<file path="src/rtl/window_zorder_hit_test_unit_defines.svh">
// Assertion macros shared by the window hit-test block.
`ifndef WINDOW_ZORDER_HIT_TEST_UNIT_DEFINES_SVH
`define WINDOW_ZORDER_HIT_TEST_UNIT_DEFINES_SVH

// Implication checked on every clock edge outside reset.
`define WZH_ASSERT_IMPL(label, ante, cons, msg) \
   label: assert property (@(posedge clock) disable iff (reset) (ante) |-> (cons)) \
      else $error(msg);

// Next-cycle implication checked outside reset.
`define WZH_ASSERT_NEXT(label, ante, cons, msg) \
   label: assert property (@(posedge clock) disable iff (reset) (ante) |=> (cons)) \
      else $error(msg);

`endif

</file>
<file path="src/rtl/wzh_pkg.sv">
`default_nettype none
package wzh_pkg;
   localparam int Slots = 16;
   localparam int SlotW = 4;
   localparam logic [4:0] NoSlot = 5'd16;

   localparam logic [1:0] ModeSet = 2'd0;
   localparam logic [1:0] ModePress = 2'd1;
   localparam logic [1:0] ModeHold = 2'd2;
   localparam logic [1:0] ModeRelease = 2'd3;

   localparam logic [2:0] EvNone = 3'd0;
   localparam logic [2:0] EvDrag = 3'd1;
   localparam logic [2:0] EvClose = 3'd2;
   localparam logic [2:0] EvClick = 3'd3;
   localparam logic [2:0] EvMove = 3'd4;
   localparam logic [2:0] EvWrite = 3'd5;

   localparam logic [2:0] RegTitle = 3'd0;
   localparam logic [2:0] RegCloseTop = 3'd1;
   localparam logic [2:0] RegCloseBot = 3'd2;
   localparam logic [2:0] RegCloseFar = 3'd3;
   localparam logic [2:0] RegCloseNear = 3'd4;

   typedef struct packed {
      logic [1:0]  mode;
      logic [3:0]  slot;
      logic signed [12:0] pos_x;
      logic signed [12:0] pos_y;
      logic [11:0] win_width;
      logic [11:0] win_height;
      logic        win_active;
   } req_type;

   typedef struct packed {
      logic [2:0]  event_kind;
      logic [3:0]  event_slot;
      logic [4:0]  focus_now;
      logic        focus_changed;
      logic signed [13:0] local_x;
      logic signed [13:0] local_y;
      logic signed [12:0] moved_x;
      logic signed [12:0] moved_y;
   } rsp_type;

   // Controller to datapath.
   typedef struct packed {
      logic load;      // capture request, begin item
      logic scan_step; // test one stack entry
      logic raise_step;// shift one stack entry
      logic finish;    // commit the result
   } cmd_type;

   // Datapath to controller.
   typedef struct packed {
      logic is_press;  // item needs a stack walk
      logic scan_done; // walk ended (hit or exhausted)
      logic need_raise;// hit window must go to the top
      logic raise_done;
   } sts_type;
endpackage
`default_nettype wire

</file>
<file path="src/rtl/window_zorder_hit_test_unit.sv">
`default_nettype none
// A write, hold or release goes from the accepted beat through the scan state, where it
// does not walk, and the done state to the result; a press with no drag under way walks
// the stack from the top until a hit or the bottom and, when focus moves, shifts the stack.
// Only one beat is in flight; the next beat is accepted in the cycle after the result
// is committed, and a stalled response holds the block in its done state.
// Reset (synchronous, active high) empties the window table, restores the default
// stacking order and button geometry, and clears focus and drag.
`include "window_zorder_hit_test_unit_defines.svh"
module window_zorder_hit_test_unit
   import wzh_pkg::*;
(
   input  wire logic        clock,
   input  wire logic        reset,
   input  wire logic        req_tvalid,
   output logic             req_tready,
   // mode[1:0], slot[5:2], pos_x[18:6], pos_y[31:19], win_width[43:32],
   // win_height[55:44], win_active[56], zero fill to 64 bits
   input  wire logic [63:0] req_tdata,
   output logic             rsp_tvalid,
   input  wire logic        rsp_tready,
   // event_kind[2:0], event_slot[6:3], focus_now[11:7], focus_changed[12],
   // local_x[26:13], local_y[40:27], moved_x[53:41], moved_y[66:54], zero fill to 72
   output logic [71:0]      rsp_tdata,
   input  wire logic        csr_we,
   input  wire logic [2:0]  csr_index,
   input  wire logic [7:0]  csr_wdata
);
   cmd_type cmd;
   sts_type sts;
   rsp_type result;
   req_type req;
   logic busy, req_fire, out_free, rsp_valid_ff;

   // Unpack the request beat field by field; the first field sits in the lowest bits.
   assign req.mode = req_tdata[1:0];
   assign req.slot = req_tdata[5:2];
   assign req.pos_x = req_tdata[18:6];
   assign req.pos_y = req_tdata[31:19];
   assign req.win_width = req_tdata[43:32];
   assign req.win_height = req_tdata[55:44];
   assign req.win_active = req_tdata[56];
   assign req_tready = !busy;
   assign req_fire = req_tvalid && req_tready;
   // The result register may be refilled once the old beat has gone or goes now.
   assign out_free = !rsp_valid_ff || rsp_tready;

   wzh_ctrl u_ctrl (
      .clock(clock), .reset(reset), .req_fire(req_fire), .out_free(out_free),
      .sts(sts), .cmd(cmd), .busy(busy)
   );

   wzh_datapath u_dp (
      .clock(clock), .reset(reset), .cmd(cmd), .req(req), .csr_we(csr_we),
      .csr_index(csr_index), .csr_wdata(csr_wdata), .sts(sts), .result(result)
   );

   always_ff @(posedge clock) begin
      if (reset) begin
         rsp_valid_ff <= 1'b0;
      end else if (cmd.finish) begin
         rsp_valid_ff <= 1'b1;
      end else if (rsp_tready) begin
         rsp_valid_ff <= 1'b0;
      end
   end

   assign rsp_tvalid = rsp_valid_ff;
   assign rsp_tdata = {5'b0, result.moved_y, result.moved_x, result.local_y,
                       result.local_x, result.focus_changed, result.focus_now,
                       result.event_slot, result.event_kind};

   // A result is only committed when the output register can take it.
   `WZH_ASSERT_IMPL(a_no_overrun, cmd.finish, out_free, "result overwritten")
   // Only one item is in flight: no input beat while busy.
   `WZH_ASSERT_IMPL(a_one_item, busy, !req_tready, "beat accepted while busy")
   // A committed result shows up as a valid beat next cycle.
   `WZH_ASSERT_NEXT(a_rsp_follows, cmd.finish, rsp_tvalid, "result lost")
endmodule
`default_nettype wire

</file>
<file path="src/rtl/wzh_ctrl.sv">
`default_nettype none
module wzh_ctrl
   import wzh_pkg::*;
(
   input  wire logic    clock,
   input  wire logic    reset,
   input  wire logic    req_fire,
   input  wire logic    out_free,
   input  wire sts_type sts,
   output cmd_type      cmd,
   output logic         busy
);
   typedef enum logic [3:0] {
      StIdle  = 4'b0001,
      StScan  = 4'b0010,
      StRaise = 4'b0100,
      StDone  = 4'b1000
   } state_type;

   state_type state_ff, state_in;

   always_comb begin
      state_in = state_ff;
      cmd = '0;
      unique case (state_ff)
         StIdle: begin
            if (req_fire) begin
               cmd.load = 1'b1;
               state_in = StScan;
            end
         end
         StScan: begin
            if (!sts.is_press || sts.scan_done) begin
               state_in = sts.need_raise ? StRaise : StDone;
            end else begin
               cmd.scan_step = 1'b1;
            end
         end
         StRaise: begin
            if (sts.raise_done) begin
               state_in = StDone;
            end else begin
               cmd.raise_step = 1'b1;
            end
         end
         StDone: begin
            if (out_free) begin
               cmd.finish = 1'b1;
               state_in = StIdle;
            end
         end
         default: state_in = StIdle;
      endcase
   end

   assign busy = (state_ff != StIdle);

   always_ff @(posedge clock) begin
      if (reset) begin
         state_ff <= StIdle;
      end else begin
         state_ff <= state_in;
      end
   end
endmodule
`default_nettype wire

</file>
<file path="src/rtl/wzh_datapath.sv">
`default_nettype none
module wzh_datapath
   import wzh_pkg::*;
(
   input  wire logic       clock,
   input  wire logic       reset,
   input  wire cmd_type    cmd,
   input  wire req_type    req,
   input  wire logic       csr_we,
   input  wire logic [2:0] csr_index,
   input  wire logic [7:0] csr_wdata,
   output sts_type         sts,
   output rsp_type         result
);
   logic signed [12:0] org_x_ff [Slots];
   logic signed [12:0] org_y_ff [Slots];
   logic [11:0] w_ff [Slots];
   logic [11:0] h_ff [Slots];
   logic [Slots-1:0] on_ff;
   logic [SlotW-1:0] stack_ff [Slots];
   logic [4:0] focus_ff, drag_ff;
   logic signed [13:0] off_x_ff, off_y_ff;
   logic [7:0] title_ff, ctop_ff, cbot_ff, cfar_ff, cnear_ff;

   req_type r_ff;
   logic [SlotW-1:0] ptr_ff;      // scan index, then raise index
   logic scan_done_ff, hit_ff;
   logic [SlotW-1:0] hit_slot_ff;
   logic signed [13:0] lx_ff, ly_ff;

   // One stack entry under test.
   logic [SlotW-1:0] cur_s;
   logic signed [14:0] px, py, ox, oy, rx, ry;
   logic inside_hit;
   assign cur_s = stack_ff[ptr_ff];
   assign px = 15'(r_ff.pos_x);
   assign py = 15'(r_ff.pos_y);
   assign ox = 15'(org_x_ff[cur_s]);
   assign oy = 15'(org_y_ff[cur_s]);
   assign rx = ox + 15'({3'b0, w_ff[cur_s]});
   assign ry = oy + 15'({3'b0, h_ff[cur_s]});
   assign inside_hit = on_ff[cur_s] && px >= ox && px <= rx && py >= oy && py <= ry;

   assign sts.is_press = (r_ff.mode == ModePress) && (drag_ff == NoSlot);
   assign sts.scan_done = scan_done_ff;
   assign sts.need_raise = hit_ff && (focus_ff != {1'b0, hit_slot_ff});
   assign sts.raise_done = (ptr_ff == SlotW'(Slots - 1));

   // Press classification of the hit window.
   logic signed [13:0] hw;
   logic in_close, in_title;
   assign hw = 14'({2'b0, w_ff[hit_slot_ff]});
   assign in_close = ly_ff >= $signed({6'b0, ctop_ff}) && ly_ff <= $signed({6'b0, cbot_ff})
                  && lx_ff >= hw - $signed({6'b0, cfar_ff})
                  && lx_ff <= hw - $signed({6'b0, cnear_ff});
   assign in_title = ly_ff <= $signed({6'b0, title_ff});

   // Hold arithmetic; drag moves are saturated to 13 bits.
   logic signed [14:0] mvx, mvy;
   logic signed [12:0] satx, saty;
   logic [SlotW-1:0] dslot, fslot;
   logic signed [14:0] hlx, hly;
   assign dslot = drag_ff[SlotW-1:0];
   assign fslot = focus_ff[SlotW-1:0];
   assign mvx = px - 15'(off_x_ff);
   assign mvy = py - 15'(off_y_ff);
   assign satx = (mvx > 15'sd4095) ? 13'sd4095 : (mvx < -15'sd4096) ? -13'sd4096 : mvx[12:0];
   assign saty = (mvy > 15'sd4095) ? 13'sd4095 : (mvy < -15'sd4096) ? -13'sd4096 : mvy[12:0];
   assign hlx = px - 15'(org_x_ff[fslot]);
   assign hly = py - 15'(org_y_ff[fslot]);

   always_ff @(posedge clock) begin
      if (reset) begin
         on_ff <= '0;
         focus_ff <= NoSlot;
         drag_ff <= NoSlot;
         off_x_ff <= '0;
         off_y_ff <= '0;
         title_ff <= 8'd25;
         ctop_ff <= 8'd6;
         cbot_ff <= 8'd22;
         cfar_ff <= 8'd22;
         cnear_ff <= 8'd6;
         for (int i = 0; i < Slots; i++) begin
            stack_ff[i] <= SlotW'(i);
            org_x_ff[i] <= '0;
            org_y_ff[i] <= '0;
            w_ff[i] <= '0;
            h_ff[i] <= '0;
         end
         scan_done_ff <= 1'b0;
         hit_ff <= 1'b0;
      end else begin
         if (csr_we) begin
            unique case (csr_index)
               RegTitle: title_ff <= csr_wdata;
               RegCloseTop: ctop_ff <= csr_wdata;
               RegCloseBot: cbot_ff <= csr_wdata;
               RegCloseFar: cfar_ff <= csr_wdata;
               RegCloseNear: cnear_ff <= csr_wdata;
               default: ;
            endcase
         end
         if (cmd.load) begin
            r_ff <= req;
            ptr_ff <= SlotW'(Slots - 1);
            scan_done_ff <= 1'b0;
            hit_ff <= 1'b0;
         end
         if (cmd.scan_step) begin
            if (inside_hit) begin
               hit_ff <= 1'b1;
               scan_done_ff <= 1'b1;
               hit_slot_ff <= cur_s;
               lx_ff <= 14'(px - ox);
               ly_ff <= 14'(py - oy);
            end else if (ptr_ff == '0) begin
               scan_done_ff <= 1'b1;
            end else begin
               ptr_ff <= ptr_ff - 1'b1;
            end
         end
         if (cmd.raise_step) begin
            // Entries from the hit position up shift down by one.
            stack_ff[ptr_ff] <= stack_ff[ptr_ff + 1'b1];
            ptr_ff <= ptr_ff + 1'b1;
         end
         if (cmd.finish) begin
            result <= '0;
            result.focus_now <= focus_ff;
            unique case (r_ff.mode)
               ModeSet: begin
                  org_x_ff[r_ff.slot] <= r_ff.pos_x;
                  org_y_ff[r_ff.slot] <= r_ff.pos_y;
                  w_ff[r_ff.slot] <= r_ff.win_width;
                  h_ff[r_ff.slot] <= r_ff.win_height;
                  on_ff[r_ff.slot] <= r_ff.win_active;
                  result.event_kind <= EvWrite;
                  result.event_slot <= r_ff.slot;
                  if (!r_ff.win_active) begin
                     if (focus_ff == {1'b0, r_ff.slot}) begin
                        focus_ff <= NoSlot;
                        result.focus_now <= NoSlot;
                     end
                     if (drag_ff == {1'b0, r_ff.slot}) drag_ff <= NoSlot;
                  end
               end
               ModePress: begin
                  if (sts.is_press && hit_ff) begin
                     result.event_slot <= hit_slot_ff;
                     result.local_x <= lx_ff;
                     result.local_y <= ly_ff;
                     result.focus_changed <= sts.need_raise;
                     if (sts.need_raise) stack_ff[Slots-1] <= hit_slot_ff;
                     if (in_close) begin
                        on_ff[hit_slot_ff] <= 1'b0;
                        focus_ff <= NoSlot;
                        result.focus_now <= NoSlot;
                        result.event_kind <= EvClose;
                     end else begin
                        focus_ff <= {1'b0, hit_slot_ff};
                        result.focus_now <= {1'b0, hit_slot_ff};
                        if (in_title) begin
                           drag_ff <= {1'b0, hit_slot_ff};
                           off_x_ff <= lx_ff;
                           off_y_ff <= ly_ff;
                           result.event_kind <= EvDrag;
                        end else begin
                           result.event_kind <= EvClick;
                        end
                     end
                  end
               end
               ModeHold: begin
                  if (drag_ff != NoSlot) begin
                     org_x_ff[dslot] <= satx;
                     org_y_ff[dslot] <= saty;
                     result.event_kind <= EvMove;
                     result.event_slot <= dslot;
                     result.moved_x <= satx;
                     result.moved_y <= saty;
                  end else if (focus_ff != NoSlot && on_ff[fslot]) begin
                     result.event_kind <= EvClick;
                     result.event_slot <= fslot;
                     result.local_x <= hlx[13:0];
                     result.local_y <= hly[13:0];
                  end
               end
               ModeRelease: drag_ff <= NoSlot;
               default: ;
            endcase
         end
      end
   end
endmodule
`default_nettype wire
</file>
<file path="config.mk">
export PLATFORM = sky130hd
export DESIGN_NAME = window_zorder_hit_test_unit
export DESIGN_NICKNAME = d
export VERILOG_FILES = /design/src/rtl/wzh_pkg.sv /design/src/rtl/window_zorder_hit_test_unit.sv /design/src/rtl/wzh_ctrl.sv /design/src/rtl/wzh_datapath.sv
export VERILOG_INCLUDE_DIRS = /design/src /design/src/rtl
export SDC_FILE = /design/constraint.sdc
export NUM_CORES = 2
export LEC_CHECK = 0
export ABC_AREA = 1
export BUFFER_PORTS_ARGS = -buffer_cell sky130_fd_sc_hd__buf_2
export CAP_MARGIN = 20
export CORE_ASPECT_RATIO = 1.4
export CORE_MARGIN = 2
export CORE_UTILIZATION = 47
export DETAILED_ROUTE_END_ITERATION = 6
export PLACE_DENSITY = 0.66
export SYNTH_ARGS = -nofsm -noshare
export SYNTH_HDL_FRONTEND = slang
export SYNTH_SLANG_ARGS = --single-unit
</file>
<file path="constraint.sdc">
create_clock -name clock -period 17.46 [get_ports clock]
set_input_delay 1.746 -clock clock [delete_from_list [all_inputs] [get_ports clock]]
set_output_delay 1.746 -clock clock [all_outputs]
set_load 0.005 [all_outputs]
</file>
# ---- After elaboration in Yosys (flattened, before gate mapping)
# Memory sizes are Yosys's and may differ from the RTL's. A register that Yosys moved wholly into a read port is not among the register bits.
# Index checks and enable logic that the tools add are counted.
dict set report totals {
  reg_bits 261
  ram_bits 864
  inputBits 80
  out_inout_bits 74
  elab_cells 263
  mem_count 5
}
dict set report op_classes {
  add_sub_neg 12
  magnitude_cmp 19
  eq_ne 29
  muxes 113
  n_bitwise 5
  n_reduce_logical 47
}
# memory depth width rd rd_clocked_by_memory_dff write_ports line
set mem_list {}
lappend mem_list {u_dp.org_x_ff 16 13 2 1 16 wzh_datapath.sv:15} ;# logic signed [12:0] org_x_ff [Slots];
lappend mem_list {u_dp.org_y_ff 16 13 2 1 16 wzh_datapath.sv:16} ;# logic signed [12:0] org_y_ff [Slots];
lappend mem_list {u_dp.h_ff 16 12 1 0 16 wzh_datapath.sv:18} ;# logic [11:0] h_ff [Slots];
lappend mem_list {u_dp.w_ff 16 12 2 1 16 wzh_datapath.sv:17} ;# logic [11:0] w_ff [Slots];
lappend mem_list {u_dp.stack_ff 16 4 2 1 16 wzh_datapath.sv:20} ;# logic [SlotW-1:0] stack_ff [Slots];
# cell n
set ops {}
lappend ops {{2-to-1 mux 13 bit} 8}
lappend ops {{2-to-1 mux 4 bit} 25}
lappend ops {{2-to-1 mux 28 bit} 2}
lappend ops {{one-hot mux 28 bit (2 select lines)} 1}
lappend ops {{subtractor 13 x 13 -> 14 bit} 4}
lappend ops {{OR reduction 13 bit} 4}
lappend ops {{2-to-1 mux 1 bit} 48}
lappend ops {{2-to-1 mux 5 bit} 9}
lappend ops {{2-to-1 mux 41 bit} 1}
lappend ops {{2-to-1 mux 16 bit} 2}
lappend ops {{one-hot mux 16 bit (2 select lines)} 1}
lappend ops {{> comparator 15 x 13 -> 1 bit (second input constant)} 2}
lappend ops {{less-than comparator 15 x 13 -> 1 bit (second input constant)} 2}
lappend ops {{subtractor 13 x 14 -> 15 bit} 2}
lappend ops {{adder 13 x 13 -> 14 bit} 2}
lappend ops {{<= comparator 13 x 14 -> 1 bit} 2}
lappend ops {{<= comparator 14 x 9 -> 1 bit} 2}
lappend ops {{greater-or-equal comparator 13 bit} 2}
lappend ops {{subtractor 12 x 8 -> 13 bit} 2}
lappend ops {{2-to-1 mux 12 bit} 2}
lappend ops {{OR reduction 12 bit} 2}
lappend ops {{one-hot mux 7 bit (3 select lines)} 1}
lappend ops {{less-than comparator 4 x 5 -> 1 bit (second input constant)} 4}
lappend ops {{one-hot mux 5 bit (2 select lines)} 2}
lappend ops {{48 further kinds} 93}

# ---- Depth between registers and ports, before layout
dict set report logic_depth {
  word_depth 11
  mapped_depth 44
  ltp_nobuf 42
}

# ---- Modules after synthesis
# From an unflattened synthesis, not the netlist that was laid out.
dict set report unflattened {
  cells_unflattened 7258
  hier_area_um2 63693.6
}
# module n_inst cells_each area_each_um2 seq_area_each_um2
set by_module_without_submodules {}
lappend by_module_without_submodules {wzh_datapath 1 7194 63325.7 32911.6}
lappend by_module_without_submodules {wzh_ctrl 1 50 272.8 80.1}
lappend by_module_without_submodules {window_zorder_hit_test_unit 1 14 95.1 20.0}

# ---- Worst setup path after synthesis
# No wires, ideal clock.
dict set report synth_path {
  kind {register to register}
  start {register with a tool-made name}
  end {register u_dp.hit_slot_ff[0] (enable)}
  setup_ns 0.387
  t_arrival_ns 5.764
  t_required_ns 17.073
  setup_slack_ns 11.310
  stages_incl_launch_ff 39
  n_path_buf 5
  period_less_slack_ns 6.150
  cell_sequence {dfxtp_1 -> inv_2 -> buf_2 -> buf_2 -> a21oi_1 -> o21ai_0 -> nand3_1 -> nand3_1 -> nand2_1 -> buf_2 -> buf_2 -> clkbuf_1 -> nand3_1 -> o211ai_1 -> nand2_1 -> inv_1 -> ha_1 -> inv_1 -> [... 3 more ...] -> o21ai_0 -> a21o_1 -> a21oi_1 -> o21ai_0 -> nand2_1 -> nand2_1 -> a21oi_1 -> xnor2_1 -> ha_1 -> nand2_1 -> o21ai_0 -> a21oi_1 -> nand3_1 -> o211ai_1 -> nand2_1 -> nor2_1 -> nand4_1 -> inv_1}
}
# element line
set synth_rtl {}
lappend synth_rtl {{end signal: assignment} wzh_datapath.sv:114} ;# hit_slot_ff <= cur_s;
lappend synth_rtl {{end: declaration} wzh_datapath.sv:28} ;# logic [SlotW-1:0] hit_slot_ff;

==> results.tsv <==
metric	value	unit
status	completed	
clockRootBuffer	clkbuf_16	
cts-htree-levels	3	
coreArea	135000	µm²
cts_buffers	114	
fin_setup_tns	0	ns
hold_viol	0	
drt_wl_total	210000	µm
drc	0	
synth-edff-count	1024	
ir_worst_vdd	103	µV
ys_types	66	
slew-limit-headroom	0.215	
fmax	0.0979	GHz
ys_seq_area_frac	0.517	
path_clk_slew	0.06	ns
most-common-layout-cells	nand2_1 (1,200), nor2_1 (1,062), edfxtp_1 (1,024)	
syn_to_final_growth	8.89	%
first_pass_iters	6	
final_core_util	0.514	
grt_usage	0.297	
rsz0062_at_grt	no	
rows	160	
reg2reg_depth	36	
die_h	440	µm
grt_pass1_vias	50800	
path_common_cell	nand2_1	
drt_first_iter_violations	6419	
clock-sinks	1137	
yosys.area.top_type	edfxtp_1	
end_kind	flip-flop	
synth_cells	7314	
seqPwrFrac	0.336	
slew_viol_final	0	
synthTopCellsByArea	edfxtp_1 (48%), nand2_1 (7.1%), nor2_1 (6.2%), o21ai_0 (5.2%), a21oi_1 (5.1%)	
fp.dieArea	139000	µm²
switching_share	0.398	
power.total	9.49	mW
timing.rr.end	u_dp.ly_ff[11]$_DFFE_PP_	
crit_fanout	66	
grt_pass1_wl	309000	µm
timing.hold.ws	0.460	ns
port_buffers	141	
drive_above_1_share	0.0767	
hold_class	reg2reg	
num_io_pins	154	
post_cts_buffers	0	
rrSetupSlack	7.24	ns
cts_max_path_buffers	3	
start_util	0.472	
vias	53700	
globalRouteOverflowTotal	0	
required	17.85	ns
ctsResizeCount	0	
final_common_cell	nand2_1	
syn_area	63900	µm²
cp-start-kind	flip-flop	
synth_top_cell_area_share	0.481	
p_leak	27.4	nW
crit_slowest_cell	dfxtp_1	
intPower	5.71	mW
min_period	10.22	ns
cp-endpoint	u_dp.ly_ff[11]$_DFFE_PP_	
cap_violations	0	
arrival	10.61	ns
synth_ff_type	edfxtp_1	
synthArstFlopShare	0	
grt_max_degree	231	
worst_pin_slew	1.17	ns
finalSetupViolCount	0	
fp.dieW	316	µm
p_switching	3.78	mW
wl_per_cell	23.1	µm
syn-mean-instance-area	8.73	µm²
p_per_area	137	nW/µm²
crit_type	reg2reg	
routed_via_density	5.91	
critPathMaxStageDelay	0.89	ns
finalClockSkew	0.0546	ns
cts_hold_buf	0	
place.gp.congestion	0.936	
yosys_warnings	0	
cts_tree	yes	
ys_seq_elements	1137	
fin_nets	7499	
post-route-period-util	0.585	
p_clk_frac	0.265	
clock_latency	0.77	ns
antenna_left	0	
antenna_found_initial	2	
hpwl	133000	µm
p_comb_frac	0.399	
## cell usage after synthesis, types with 5 or more instances
cell / n
nand2_1: 1210
nor2_1: 1063
edfxtp_1: 1024
inv_1: 753
o21ai_0: 662
a21oi_1: 654
nand3_1: 326
clkbuf_1: 268
o211ai_1: 212
ha_1: 211
buf_2: 160
dfxtp_1: 113
o221ai_1: 75
xor2_1: 63
a32o_1: 54
mux2i_1: 53
buf_1: 42
inv_2: 34
o22ai_1: 29
xnor2_1: 28
nor3_1: 26
a211oi_1: 25
o21ai_2: 23
nor2_2: 18
o21ai_1: 17
o311ai_0: 16
nand4_1: 14
a21o_1: 12
nor4_1: 12
buf_4: 11
a31oi_1: 10
fa_1: 10
or2_2: 7
mux2i_2: 6
nor2_4: 6
buf_6: 5
clkinv_1: 5
## sequential cells by signal, summed over array words and instances (netlist names), 16 cells and up, named ones only
name and count:
u_dp.org_x_ff 208, u_dp.org_y_ff 208, u_dp.h_ff 192, u_dp.w_ff 192, u_dp.result 67, u_dp.stack_ff 64, u_dp.r_ff 31, u_dp.on_ff 16
## how the worst min path moves through the flow
stage	slack, ns	start	cells after the start	end
5_1_grt	0.49	u_dp.ctop_ff[5]$_SDFFE_PP0P_	2	u_dp.ctop_ff[5]$_SDFFE_PP0P_
2_1_floorplan	0.43	u_dp.title_ff[0]$_SDFFE_PP1P_	2	u_dp.title_ff[0]$_SDFFE_PP1P_
3_5_place_dp	0.45	u_dp.ctop_ff[5]$_SDFFE_PP0P_	2	u_dp.ctop_ff[5]$_SDFFE_PP0P_
4_1_cts	0.46	u_dp.ctop_ff[5]$_SDFFE_PP0P_	2	u_dp.ctop_ff[5]$_SDFFE_PP0P_
6_report	0.46	u_dp.ctop_ff[5]$_SDFFE_PP0P_	2	u_dp.ctop_ff[5]$_SDFFE_PP0P_
3_3_place_gp	0.44	u_dp.ctop_ff[5]$_SDFFE_PP0P_	2	u_dp.ctop_ff[5]$_SDFFE_PP0P_
## logic make-up (layout without fill, tap and decap cells)
kind of cell | count (synthesis) | after routing | synth area share
adder cells (fa/ha/maj) | 221 | 221 | 0.0445
XOR/XNOR | 91 | 91 | 0.0125
other | 1 | 7 | 0.0000587
buffers and inverters | 1278 | 1259 | 0.0795
AO/OA/AOI/OAI | 1825 | 1825 | 0.167
AND/OR/NAND/NOR | 2701 | 2701 | 0.170
flip-flops | 1137 | 1137 | 0.517
multiplexers | 60 | 60 | 0.00995
## final cells by class
| class | count | area (µm²) |
|---|---|---|
| fill | 12400 | 65800 |
| multi-input combinational | 4903 | 25900 |
| clock buffer | 136 | 3000 |
| timing repair buffer | 250 | 1630 |
| tap | 1782 | 2230 |
| sequential | 1137 | 33000 |
| antenna | 2 | 5.00 |
| inverter | 792 | 2990 |
| clock inverter | 81 | 801 |
## through the flow
step	setup slack [ns]	area, µm²	std cells
after floorplan	11.31	63900	7318
after global placement	7.47	65700	8859
after detailed placement	7.38	65700	8859
after CTS	7.38	69400	9076
after global routing	6.49	69500	9081
final	7.24	69500	9083
## worst max-delay path, delay by kind of cell, from the launching register on
kind / cells / cell delay, ns
buffers and inverters: 7 / 3.33
AND/OR/NAND/NOR: 13 / 2.33
AO/OA/AOI/OAI: 12 / 2.11
adder cells (fa/ha/maj): 3 / 0.94
flip-flops: 1 / 0.89
XOR/XNOR: 1 / 0.13
## per-layer routing
| layer | vias to the layer above | GRT usage | wire, µm |
|---|---|---|---|
| li1 | 24800 | - | - |
| met1 | 25200 | 0.352 | 76200 |
| met2 | 2873 | 0.501 | 99800 |
| met3 | 738 | 0.0504 | 19300 |
| met4 | 6 | 0.185 | 14200 |
| met5 | - | 0 | 143 |
## power groups by stage
stage	registers, mW	clock network, mW	logic [mW]
finish	3.19	2.51	3.79
global route	3.20	2.64	4.17
CTS	3.19	2.54	3.72
detailed placement	3.24	0	3.70
global placement	3.24	0	3.64
floorplan	3.21	0	2.70
(Power assumes the default switching activity.)
